### config.mk
export PLATFORM = sky130hd
export DESIGN_NAME = char_lcd_text_writer_unit
export DESIGN_NICKNAME = d
export VERILOG_FILES = /design/src/rtl/clw_pkg.sv /design/src/rtl/clw_decode.sv /design/src/rtl/clw_burst.sv /design/src/rtl/clw_top_dummy_placeholder.sv /design/src/rtl/char_lcd_text_writer_unit.sv
export VERILOG_INCLUDE_DIRS = /design/src /design/src/rtl
export SDC_FILE = /design/constraint.sdc
export NUM_CORES = 1
export LEC_CHECK = 0
export ABC_AREA = 1
export BUFFER_PORTS_ARGS = -buffer_cell sky130_fd_sc_hd__buf_4
export CAP_MARGIN = 20
export CORE_MARGIN = 2
export CORE_UTILIZATION = 58
export DETAILED_ROUTE_END_ITERATION = 16
export PLACE_DENSITY = 0.82
export SLEW_MARGIN = 10
export SYNTH_ARGS = -nofsm -noshare
export SYNTH_HDL_FRONTEND = slang
export SYNTH_SLANG_ARGS = --single-unit
### constraint.sdc
create_clock -name clk_i -period 3.2 [get_ports clk_i]
set_clock_uncertainty 0.05 [all_clocks]
set_input_delay 0 -clock clk_i [delete_from_list [all_inputs] [get_ports clk_i]]
set_output_delay 0 -clock clk_i [all_outputs]
set_load 0.03 [all_outputs]
### src/rtl/assert_macros.svh
// Assertion macros shared by the RTL of the LCD text writer.
// No dependencies; included by the modules that carry assertions.
`ifndef ASSERT_MACROS_SVH
`define ASSERT_MACROS_SVH

// Plain property, checked at every rising edge outside reset.
`define CLW_ASSERT(lbl, clk, rstn, prop) \
  lbl: assert property (@(posedge clk) disable iff (!(rstn)) (prop)) \
    else $error("clw assertion failed");

// Same-cycle implication.
`define CLW_ASSERT_IMP(lbl, clk, rstn, ante, cons) \
  lbl: assert property (@(posedge clk) disable iff (!(rstn)) (ante) |-> (cons)) \
    else $error("clw implication failed");

// Next-cycle implication.
`define CLW_ASSERT_NXT(lbl, clk, rstn, ante, cons) \
  lbl: assert property (@(posedge clk) disable iff (!(rstn)) (ante) |=> (cons)) \
    else $error("clw next-cycle implication failed");

`endif

### src/rtl/clw_pkg.sv
// Types and constants of the LCD text writer: action codes, display
// commands, burst record and the character recode table. No dependencies.
`timescale 1ns / 1ps

package clw_pkg;

  typedef enum logic [2:0] {
    ACT_WRITE    = 3'd0,
    ACT_CLEAR    = 3'd1,
    ACT_SET_POS  = 3'd2,
    ACT_SET_MODE = 3'd3,
    ACT_INIT     = 3'd4
  } action_e;

  localparam logic [7:0] CMD_FUNC_SET   = 8'h3C;
  localparam logic [7:0] CMD_DISPLAY_ON = 8'h0C;
  localparam logic [7:0] CMD_CLEAR      = 8'h01;
  localparam logic [7:0] CMD_ENTRY_MODE = 8'h06;
  localparam logic [7:0] CMD_SET_DDRAM  = 8'h80;

  localparam int unsigned MaxBytes = 5;
  localparam logic [7:0]  ModeMax     = 8'd3;
  localparam logic [7:0]  ModeDefault = 8'd2;

  // Up to five bytes caused by one item.
  typedef struct packed {
    logic [2:0]                   cnt;
    logic [MaxBytes-1:0][7:0]     bytes;
    logic [MaxBytes-1:0]          is_data;
  } burst_t;

  // Recode for codes 192..255, indexed by the low six bits.
  localparam logic [7:0] RECODE_ROM [64] = '{
    8'h41, 8'hA0, 8'h42, 8'hA1, 8'hE0, 8'h45, 8'hA3, 8'h33,
    8'hA5, 8'hA6, 8'h4B, 8'hA7, 8'h4D, 8'h48, 8'h4F, 8'hA8,
    8'h50, 8'h43, 8'h54, 8'hA9, 8'hAA, 8'h58, 8'hE1, 8'hAB,
    8'hAC, 8'hE2, 8'hAC, 8'hAE, 8'h62, 8'hAF, 8'hB0, 8'hB1,
    8'h61, 8'hB2, 8'hB3, 8'hB4, 8'hE3, 8'h65, 8'hB6, 8'hB7,
    8'hB8, 8'hA6, 8'hBA, 8'hBB, 8'hBC, 8'hBD, 8'h6F, 8'hBE,
    8'h70, 8'h63, 8'hBF, 8'h79, 8'hE4, 8'hD5, 8'hE5, 8'hC0,
    8'hC1, 8'hE6, 8'hC2, 8'hC3, 8'hC4, 8'hC5, 8'hC6, 8'hC7
  };

endpackage

### src/rtl/clw_decode.sv
// Action decoder: turns one item plus the cursor into a byte burst and
// the next cursor. Combinational. Depends on clw_pkg.
`timescale 1ns / 1ps

module clw_decode #(
  parameter int unsigned ROWS = 2,
  parameter int unsigned COLS = 16,
  localparam int unsigned ColW = $clog2(COLS + 1)
) (
  input  logic [2:0]      action_i,
  input  logic [7:0]      char_code_i,
  input  logic [7:0]      target_row_i,
  input  logic [7:0]      target_col_i,
  input  logic [7:0]      cursor_mode_i,
  input  logic            row_i,
  input  logic [ColW-1:0] col_i,
  output clw_pkg::burst_t burst_o,
  output logic            row_o,
  output logic [ColW-1:0] col_o
);

  logic [7:0] glyph;
  logic [7:0] mode;
  logic       row_clamp;
  logic [7:0] col_clamp;
  logic       wrap_row;

  assign glyph = (char_code_i[7:6] == 2'b11) ? clw_pkg::RECODE_ROM[char_code_i[5:0]]
                                             : char_code_i;
  assign mode  = (cursor_mode_i > clw_pkg::ModeMax) ? clw_pkg::ModeDefault : cursor_mode_i;

  assign row_clamp = (target_row_i > 8'(ROWS - 1)) ? 1'((ROWS - 1)) : target_row_i[0];
  assign col_clamp = (target_col_i > 8'(COLS - 1)) ? 8'(COLS - 1) : target_col_i;

  // full line: go to the next row, or back to the top from the last row
  assign wrap_row = (32'(row_i) < (ROWS - 1)) ? 1'b1 : 1'b0;

  always_comb begin
    burst_o = '0;
    row_o   = row_i;
    col_o   = col_i;
    unique case (action_i)
      clw_pkg::ACT_WRITE: begin
        if (col_i >= ColW'(COLS)) begin
          row_o               = wrap_row;
          burst_o.cnt         = 3'd2;
          burst_o.bytes[0]    = clw_pkg::CMD_SET_DDRAM | {1'b0, wrap_row, 6'd0};
          burst_o.bytes[1]    = glyph;
          burst_o.is_data     = 5'b00010;
          col_o               = ColW'(1);
        end else begin
          burst_o.cnt         = 3'd1;
          burst_o.bytes[0]    = glyph;
          burst_o.is_data     = 5'b00001;
          col_o               = col_i + ColW'(1);
        end
      end
      clw_pkg::ACT_CLEAR: begin
        burst_o.cnt      = 3'd1;
        burst_o.bytes[0] = clw_pkg::CMD_CLEAR;
        row_o            = 1'b0;
        col_o            = '0;
      end
      clw_pkg::ACT_SET_POS: begin
        burst_o.cnt      = 3'd1;
        burst_o.bytes[0] = clw_pkg::CMD_SET_DDRAM | {1'b0, row_clamp, col_clamp[5:0]};
        row_o            = row_clamp;
        col_o            = ColW'(col_clamp);
      end
      clw_pkg::ACT_SET_MODE: begin
        burst_o.cnt      = 3'd1;
        burst_o.bytes[0] = mode | clw_pkg::CMD_DISPLAY_ON;
      end
      clw_pkg::ACT_INIT: begin
        burst_o.cnt      = 3'd5;
        burst_o.bytes[0] = clw_pkg::CMD_FUNC_SET;
        burst_o.bytes[1] = clw_pkg::CMD_FUNC_SET;
        burst_o.bytes[2] = clw_pkg::CMD_DISPLAY_ON;
        burst_o.bytes[3] = clw_pkg::CMD_CLEAR;
        burst_o.bytes[4] = clw_pkg::CMD_ENTRY_MODE;
        row_o            = 1'b0;
        col_o            = '0;
      end
      default: begin
        // unused codes: nothing emitted, cursor kept
        burst_o = '0;
      end
    endcase
  end

endmodule

### src/rtl/clw_burst.sv
// Result register: holds one byte burst and hands it out a byte per
// cycle while out_ready_i is high. Depends on clw_pkg and assert_macros.svh.
`timescale 1ns / 1ps
`include "assert_macros.svh"

module clw_burst (
  input  logic            clk_i,
  input  logic            rst_ni,
  input  logic            load_i,
  input  clw_pkg::burst_t burst_i,
  output logic            ready_o,
  output logic            out_valid_o,
  input  logic            out_ready_i,
  output logic [7:0]      out_byte_o,
  output logic            out_is_data_o,
  output logic            out_last_o
);

  logic            valid_q, valid_d;
  logic [2:0]      idx_q, idx_d;
  clw_pkg::burst_t burst_q;
  logic            last;
  logic            fire;

  assign last    = (idx_q == (burst_q.cnt - 3'd1));
  assign fire    = valid_q && out_ready_i;
  assign ready_o = !valid_q || (fire && last);

  always_comb begin
    valid_d = valid_q;
    idx_d   = idx_q;
    if (load_i) begin
      valid_d = (burst_i.cnt != 3'd0);
      idx_d   = 3'd0;
    end else if (fire) begin
      if (last) begin
        valid_d = 1'b0;
      end else begin
        idx_d = idx_q + 3'd1;
      end
    end
  end

  always_ff @(posedge clk_i or negedge rst_ni) begin
    if (!rst_ni) begin
      valid_q <= 1'b0;
      idx_q   <= 3'd0;
    end else begin
      valid_q <= valid_d;
      idx_q   <= idx_d;
    end
  end

  always_ff @(posedge clk_i) begin
    if (load_i) begin
      burst_q <= burst_i;
    end
  end

  assign out_valid_o   = valid_q;
  assign out_byte_o    = burst_q.bytes[idx_q];
  assign out_is_data_o = burst_q.is_data[idx_q];
  assign out_last_o    = last;

  `CLW_ASSERT_IMP(a_idx_in_burst, clk_i, rst_ni, valid_q, idx_q < burst_q.cnt)
  `CLW_ASSERT_IMP(a_load_when_free, clk_i, rst_ni, load_i, ready_o)
  `CLW_ASSERT_NXT(a_drain_empties, clk_i, rst_ni, fire && last && !load_i, !valid_q)
  `CLW_ASSERT_NXT(a_step_advances, clk_i, rst_ni, fire && !last,
                  idx_q == ($past(idx_q) + 3'd1))

endmodule

### src/rtl/clw_top_dummy_placeholder.sv
// Cursor register bank of the LCD text writer: holds row and column of
// the next character. Depends on nothing.
`timescale 1ns / 1ps

module clw_cursor #(
  parameter int unsigned COLS = 16,
  localparam int unsigned ColW = $clog2(COLS + 1)
) (
  input  logic            clk_i,
  input  logic            rst_ni,
  input  logic            en_i,
  input  logic            row_i,
  input  logic [ColW-1:0] col_i,
  output logic            row_o,
  output logic [ColW-1:0] col_o
);

  logic            row_q;
  logic [ColW-1:0] col_q;

  always_ff @(posedge clk_i or negedge rst_ni) begin
    if (!rst_ni) begin
      row_q <= 1'b0;
      col_q <= '0;
    end else if (en_i) begin
      row_q <= row_i;
      col_q <= col_i;
    end
  end

  assign row_o = row_q;
  assign col_o = col_q;

endmodule

### src/rtl/char_lcd_text_writer_unit.sv
// Top level of the character LCD text writer: input register, action
// decoder, cursor and burst output. Depends on clw_pkg, clw_decode,
// clw_cursor and clw_burst.
//
//   channel | signals                                   | dir
//   --------+-------------------------------------------+-----
//   in      | in_valid_i/in_ready_o, action_i,           | in
//           | char_code_i, target_row_i, target_col_i,  |
//           | cursor_mode_i                             |
//   out     | out_valid_o/out_ready_i, out_byte_o,      | out
//           | out_is_data_o, out_last_o                 |
//
// An item is held in the input register until the burst register frees up,
// is decoded into a burst of 0..5 bytes, and the cursor is updated as the
// burst register loads. The burst register sends one byte per cycle while
// out_ready_i is high; a burst holds 1 byte for most actions, 2 for a
// wrapping write and 5 for initialise; unused action codes pass with no byte.
// An item's first byte is offered once the item has loaded the burst register.
// The input register is refilled while the burst register still holds bytes;
// a stall on the output backs up into in_ready_o once both are full.
// Reset clears valid flags and the cursor (row 0, column 0).
`timescale 1ns / 1ps

module char_lcd_text_writer_unit #(
  parameter int unsigned ROWS = 2,
  parameter int unsigned COLS = 16
) (
  input  logic       clk_i,
  input  logic       rst_ni,
  input  logic       in_valid_i,
  output logic       in_ready_o,
  input  logic [2:0] action_i,
  input  logic [7:0] char_code_i,
  input  logic [7:0] target_row_i,
  input  logic [7:0] target_col_i,
  input  logic [7:0] cursor_mode_i,
  output logic       out_valid_o,
  input  logic       out_ready_i,
  output logic [7:0] out_byte_o,
  output logic       out_is_data_o,
  output logic       out_last_o
);

  localparam int unsigned ColW = $clog2(COLS + 1);

  // input register
  logic       in_valid_q;
  logic [2:0] action_q;
  logic [7:0] char_code_q;
  logic [7:0] target_row_q;
  logic [7:0] target_col_q;
  logic [7:0] cursor_mode_q;

  logic            burst_ready;
  logic            advance;
  clw_pkg::burst_t burst;
  logic            row_cur, row_nxt;
  logic [ColW-1:0] col_cur, col_nxt;

  // item moves into the burst register when that one frees up
  assign advance    = in_valid_q && burst_ready;
  assign in_ready_o = !in_valid_q || advance;

  always_ff @(posedge clk_i or negedge rst_ni) begin
    if (!rst_ni) begin
      in_valid_q <= 1'b0;
    end else if (in_ready_o) begin
      in_valid_q <= in_valid_i;
    end
  end

  always_ff @(posedge clk_i) begin
    if (in_ready_o && in_valid_i) begin
      action_q      <= action_i;
      char_code_q   <= char_code_i;
      target_row_q  <= target_row_i;
      target_col_q  <= target_col_i;
      cursor_mode_q <= cursor_mode_i;
    end
  end

  clw_decode #(
    .ROWS (ROWS),
    .COLS (COLS)
  ) u_decode (
    .action_i      (action_q),
    .char_code_i   (char_code_q),
    .target_row_i  (target_row_q),
    .target_col_i  (target_col_q),
    .cursor_mode_i (cursor_mode_q),
    .row_i         (row_cur),
    .col_i         (col_cur),
    .burst_o       (burst),
    .row_o         (row_nxt),
    .col_o         (col_nxt)
  );

  // cursor follows each item as it is decoded
  clw_cursor #(
    .COLS (COLS)
  ) u_cursor (
    .clk_i  (clk_i),
    .rst_ni (rst_ni),
    .en_i   (advance),
    .row_i  (row_nxt),
    .col_i  (col_nxt),
    .row_o  (row_cur),
    .col_o  (col_cur)
  );

  clw_burst u_burst (
    .clk_i         (clk_i),
    .rst_ni        (rst_ni),
    .load_i        (advance),
    .burst_i       (burst),
    .ready_o       (burst_ready),
    .out_valid_o   (out_valid_o),
    .out_ready_i   (out_ready_i),
    .out_byte_o    (out_byte_o),
    .out_is_data_o (out_is_data_o),
    .out_last_o    (out_last_o)
  );

endmodule

# ---- After elaboration in Yosys (flattened, before gate mapping)
# Memory sizes are Yosys's and may differ from the RTL's.
# Cells that the tools add are included.
dict set report word_totals {
  regBits 94
  romBits 512
  input_bits 39
  output_inout_bits 12
  wordCells 84
  mem_count 1
}
dict set report classes {
  addsub 3
  magnitude_cmp 7
  eq_ne 8
  mux 28
  bitwise 1
  n_reduce_logical 19
}
# memory depth word_bits read_ports rd_clocked_by_memory_dff wr line
set mem_list {}
lappend mem_list {{(name not given)} 64 8 1 0 0 clw_decode.sv:28} ;# assign glyph = (char_code_i[7:6] == 2'b11) ? clw_pkg::RECODE_ROM[char_code_i[5:0]]
# operator n
set ops {}
lappend ops {{8-bit two-way mux} 6}
lappend ops {{8-bit case mux with 5 select lines} 1}
lappend ops {{8-bit binary-select mux with 3-bit select} 1}
lappend ops {{19-bit two-way mux} 1}
lappend ops {{8-bit case mux with 2 select lines} 1}
lappend ops {{5-bit case mux with 3 select lines} 1}
lappend ops {{13-bit two-way mux} 1}
lappend ops {{3-bit two-way mux} 3}
lappend ops {{3-bit case mux with 3 select lines} 1}
lappend ops {{8-bit by 1-bit greater-than comparator with 1-bit output, second input constant} 1}
lappend ops {{8-bit by 2-bit greater-than comparator with 1-bit output, second input constant} 1}
lappend ops {{8-bit by 4-bit greater-than comparator with 1-bit output, second input constant} 1}
lappend ops {{7-bit >= comparator, second input constant} 1}
lappend ops {{1-bit two-way mux} 7}
lappend ops {{6-bit NOT with 7-bit output} 1}
lappend ops {{3-bit by 2-bit == test with 1-bit output, second input constant} 2}
lappend ops {{6-bit two-way mux} 1}
lappend ops {{2-bit AND reduction} 3}
lappend ops {{3-bit nonzero test} 2}
lappend ops {{5-bit by 1-bit adder with 5-bit output, second input constant} 1}
lappend ops {{5-bit >= comparator, second input constant} 1}
lappend ops {{5-bit two-way mux} 1}
lappend ops {{1-bit logical AND} 4}
lappend ops {{3-bit by 4-bit < comparator with 1-bit output, second input constant} 1}
lappend ops {{19 further kinds} 22}

# ---- Longest topological paths before layout
dict set report logic_depth {
  depth_word 7
  mapped_depth 12
  depth_no_buf 12
}

# ---- By module
# Synthesis repeated with hierarchy kept, for this count alone.
dict set report hier_totals {
  hier_cells 552
  hier_area_um2 5051.1
}
# module instances cells_per_inst area_per_inst_um2
set by_module_without_submodules {}
lappend by_module_without_submodules {clw_burst 1 187 2173.3}
lappend by_module_without_submodules {clw_decode 1 297 1552.7}
lappend by_module_without_submodules {char_lcd_text_writer_unit 1 43 1103.6}
lappend by_module_without_submodules {clw_cursor 1 25 221.5}

# ---- Worst setup path before layout
# OpenSTA, ideal clock, no wires.
dict set report synth_timing {
  path_kind {reg-to-reg}
  start {register u_burst.burst_q[45] (netlist name)}
  end {register action_q[0] (enable)}
  setup_time_ps 390
  t_arrival_ps 2130
  required_time_ps 2760
  setup_slack_ps 630
  stages_incl_launch_ff 9
  path_buffers 0
  period_less_slack_ps 2570
  cell_sequence {edfxtp_1 > inv_1 > ha_1 > xnor2_1 > nor2_2 > nand3_2 > nand3_1 > nand2_1 > inv_1}
}
dict set report synth_between {
  elab_chain_len 7
}
# element line
set synth_rtl {}
lappend synth_rtl {{start: declaration} clw_burst.sv:21} ;# clw_pkg::burst_t burst_q;
lappend synth_rtl {{start signal: assignment} clw_burst.sv:56} ;# burst_q <= burst_i;
lappend synth_rtl {{3-bit by 1-bit subtractor with 3-bit output} clw_burst.sv:25} ;# assign last = (idx_q == (burst_q.cnt - 3'd1));
lappend synth_rtl {{3-bit == test} clw_burst.sv:25}
lappend synth_rtl {{1-bit logical AND} clw_burst.sv:27} ;# assign ready_o = !valid_q || (fire && last);
lappend synth_rtl {{1-bit logical OR} clw_burst.sv:27}
lappend synth_rtl {{1-bit logical AND} char_lcd_text_writer_unit.sv:61} ;# assign advance = in_valid_q && burst_ready;
lappend synth_rtl {{1-bit logical OR} char_lcd_text_writer_unit.sv:62} ;# assign in_ready_o = !in_valid_q || advance;
lappend synth_rtl {{named net in_ready_o} char_lcd_text_writer_unit.sv:31} ;# output logic in_ready_o,
lappend synth_rtl {{1-bit logical AND} char_lcd_text_writer_unit.sv:73} ;# if (in_ready_o && in_valid_i) begin
lappend synth_rtl {{end signal: assignment} char_lcd_text_writer_unit.sv:74} ;# action_q <= action_i;
lappend synth_rtl {{end: declaration} char_lcd_text_writer_unit.sv:48} ;# logic [2:0] action_q;
# The timed path passes the listed nets, and every way through them passes these cells.
# A chain may end at the register's enable or synchronous reset.

# ---- Worst setup path in the final report
dict set report layout_timing {
  start {register u_burst.burst_q[45] (netlist name)}
  end {register u_burst.burst_q[15] (netlist name) (enable)}
}
dict set report layout_between {
  elab_chain_len 5
}
# element line
set layout_rtl {}
lappend layout_rtl {{3-bit by 1-bit subtractor with 3-bit output} clw_burst.sv:25}
lappend layout_rtl {{3-bit == test} clw_burst.sv:25}
lappend layout_rtl {{1-bit logical AND} clw_burst.sv:27}
lappend layout_rtl {{1-bit logical OR} clw_burst.sv:27}
lappend layout_rtl {{1-bit logical AND} char_lcd_text_writer_unit.sv:61}
lappend layout_rtl {{named net advance} char_lcd_text_writer_unit.sv:55} ;# logic advance;
# The timed path passes the listed nets, and every way through them passes these cells.

==> summary.md <==
| Metric | Value |
|---|---|
| Core area | roughly 6300 sq um |
| WS Path Type | flip-flop to flip-flop |
| Mapped Area | around 3800 sq um |
| Least-Margin Pin Slew | roughly 0.8 ns |
| Post-synth ARST share | 0.1618 |
| Root Buffer | clkbuf_8 |
| DP Wirelength | 5.931 mm |
| Leakage Power | 0.002184 uW |
| Setup crit end | u_burst.burst_q[15] |
| CTS tree | done |
| Worst-path clk slew | roughly 0.07 ns |
| FF-to-FF Start | u_burst.burst_q[45] |
| Synth Warn # | 0 |
| Reg-to-reg critical path endpoint | u_burst.burst_q[15] |
| Remaining global-route overflow | 0 |
| Max-cap viol count | 0 |
| Period utilization | 0.7509 |
| Site Rows | 29 |
| Via count | 3389 |
| DRT antenna net count | 0 |
| First-pass GRT wire length | between 15 and 20 mm |
| Antenna violations before repair | 0 |
| DR WL/cell | between 15 and 20 um |
| CP Max Fanout | 22 |
| Post-synthesis sequential area ratio | 0.5243 |
| Minimum clock period | approximately 2.4 ns |
| Crit-path leading delay family | buffers and inverters |
| Number of detailed-route iterations in the first pass | 5 |
| Slowest CP cell | inv_1 |
| Post-Synth Simple-Gate Area | 0.2961 |
| Power Dens Cells | a little under 800 nW/um^2 |
| Worst path bufs/invs | 2 |
| Final setup violation count | 0 |
| Max Slew Vio Count | 0 |
| Post-route cell area | about 4800 sq um |
| Arrival @ worst endpoint | roughly 2.3 ns |
| Post-synth EDFFs | 57 |
| XOR/XNOR Fraction of Synth Area | 0.006933 |
| Compound-Gate Fraction of Synth Area | 0.06900 |
| Netlist cell types | 34 |
| Height of the die | approximately 85 um |
| Fin Setup TNS | 0 ns |
| Largest family of logic cells by synthesized area | simple AND/OR/NAND/NOR gates |
| Area leader, netlist | edfxtp_1 |
| Worst Hold Class | primary input to flip-flop |
| Unrepaired setup endpoints after global routing | false |
| Layout overhead on the synthesized area | 25.88% |
| Endpoints failing hold | 0 |
| Adder-Cell Fraction of Synth Area | 0.03962 |
| Slew HR | 0.4511 |
| CP endpoint kind | flip-flop |
| Run status | completed |
| Drt total wl | around 9.6 mm |
| Clk Latency, worst-skew pair | between 0.3 and 0.4 ns |
| Hold_ws | between 0.01 and 0.015 ns |
| Post_cts resized | 0 |
| Stages on the worst setup path | 8 |
| R2R cell count | 8 |
| Largest cells by area after synthesis | edfxtp_1, nand2_1, dfrtp_1 |
| Routability Congestion | about 0.96 |
| Clock sink total | ~70 |
| ANT cells | 0 |
| Via count of the first global-routing pass | 3286 |
| Die W | about 85 um |
| Fmax | approximately 420 MHz |
| I/O pin count | ~50 |
| Starting Density | 0.5968 |
| Layout cells sized above 1 | 0.1610 |
| Critical Path Max Stage Delay | about 0.63 ns |
| Drt drc | 0 |
| Clk buf depth | 2 |
| Design Power | about 3700 uW |
| Maximum VDD drop | 0.5935 mV |
| Via-to-Cell Ratio | around 5.5 |
| Worst setup path start | u_burst.burst_q[45] |
| Post-Syn Area per Cell | 8.633 sq um |
| CP Data Required Time | around 3.1 ns |
| Port-buffer cells | 50 |
| Multiplexer share of the synthesized area | 0 |
| Largest net degree at the start of global routing | 36 |
| Die area | between 7000 and 8000 sq um |
| R2R Setup Slk | 0.80 ns |
| Ys flop type | edfxtp_1 |
| #FFs+latches synth | between 60 and 70 |
| Crit path top cell by count | inv_1 |
| CTS Buf Count | 9 |
| CP cell instances | inv_1 > ha_1 > xnor2_1 > nor2_2 > nand3_2 > nand2_4 > nand2_1 > inv_1 |
| All-Layer GR Usage | 0.2738 |
| Placed inst area | 4192 sq um |
| Iter 0 DRT Violations | about 330 |
| Critical path launch point type | flip-flop |
| Post-synth top area share | 0.4516 |
| Syn_nets | between 400 and 500 |
| Cells after Synth | between 400 and 500 |
| H-tree depth | 3 |
| Nets@finish | 580 |
==> cell usage in the layout (no fill, tap or decap), types with 3 or more instances in the layout <==
master / instances
inv_1: 39
inv_2: 4
nor2_2: 4
edfxtp_1: 57
ha_1: 12
nand4_1: 13
dlygate4sd3_1: 38
buf_4: 51
nor2_1: 58
nand3_1: 48
nor3_1: 3
nand2_1: 116
o21ai_1: 4
clkbuf_8: 9
o21ai_0: 27
dfrtp_1: 11
nor2_4: 3
a21oi_1: 9
==> synthesized netlist by cell type (2+ instances only) <==
cell      number
xnor2_1        2
buf_6          4
nor3_1         3
nand3_1       48
nand4_1       13
o21ai_1        4
dfrtp_1       11
nand2_1      116
o21a_1         2
buf_4          2
nand3_2        2
nor2_4         3
nor2_1        58
o211ai_1       2
nand2_2        2
nand2_4        2
buf_2          2
o21ai_0       27
edfxtp_1      57
inv_2          4
nor2_2         4
inv_1         39
a21oi_1        9
ha_1          12
clkbuf_1       2
==> through the flow <==
| stage | util | worst slack, ns | instances |
|---|---|---|---|
| after global placement | 0.6601 | 0.9468 | 557 |
| final | 0.7513 | 0.7971 | 611 |
| after global routing | 0.7513 | 0.6285 | 611 |
| after CTS | 0.7513 | 0.7810 | 611 |
| after floorplan | - | 0.6304 | 439 |
| after detailed placement | 0.6601 | 0.8171 | 557 |
==> cell type report <==
class                   count  area, sq um
repair buffers             89        763.2
well taps                  77        96.34
flip-flops and latches     68         1987
clock buffers               9        123.9
inverters                  44        165.2
clock inverters             7        75.07
fillers                   416         1579
multi-input cells         317         1560
==> sequential cells by signal (all words and copies together) (netlist names) <==
name / cells
u_burst.idx_q: 3
target_row_q: 8
u_cursor.row_o: 1
char_code_q: 8
cursor_mode_q: 8
u_burst.out_valid_o: 1
target_col_q: 8
u_cursor.col_o: 5
u_burst.burst_q: 22
action_q: 3
in_valid_q: 1
==> layer usage <==
layer,share of wire,vias to the layer above,GRT usage
met5,0,-,0
met3,0.078,19,0.05934
met4,0.021,0,0.1082
met2,0.47,187,0.4381
li1,-,1651,-
met1,0.43,1532,0.3681
==> tightest hold or removal path, cell delays in order <==
cell	delay (ns)
buf_4	0.12
nand3_1	0.15
o21ai_0	0.09
==> worst min-delay path by stage <==
stage	end	startpoint	slack, ns	cells past startpoint
finish	u_burst.idx_q[0]	out_ready_i	0.01	3
global route	u_burst.idx_q[1]	out_ready_i	0.04	3
CTS	u_burst.idx_q[1]	out_ready_i	0.006	3
detailed placement	u_burst.idx_q[1]	rst_ni	-0.21	1
floorplan	in_valid_q	rst_ni	-0.35	0
global placement	u_burst.idx_q[2]	rst_ni	-0.21	1
==> timing repair <==
action	in CTS	in global routing
hold buffers	38	0
endpoints found under the setup margin	0	0
setup buffers	0	0
endpoints found under the hold margin	47	0
==> cells by family (layout without fill, tap and decap cells) <==
family / after synthesis / count (layout)
adders and majority gates: 12 / 12
AOI/OAI and AO/OA: 48 / 48
and+or+nand+nor: 254 / 254
xor gates and xnor gates: 3 / 3
buffers and inverters: 54 / 149
DFF: 68 / 68
==> where the power goes <==
group | switching (uW) | internal, uW | total [uW]
logic | 992 | 516 | 1510
clock network | 353 | 365 | 718
registers | 226 | 1290 | 1520
Power figures use the tool's default switching activity.
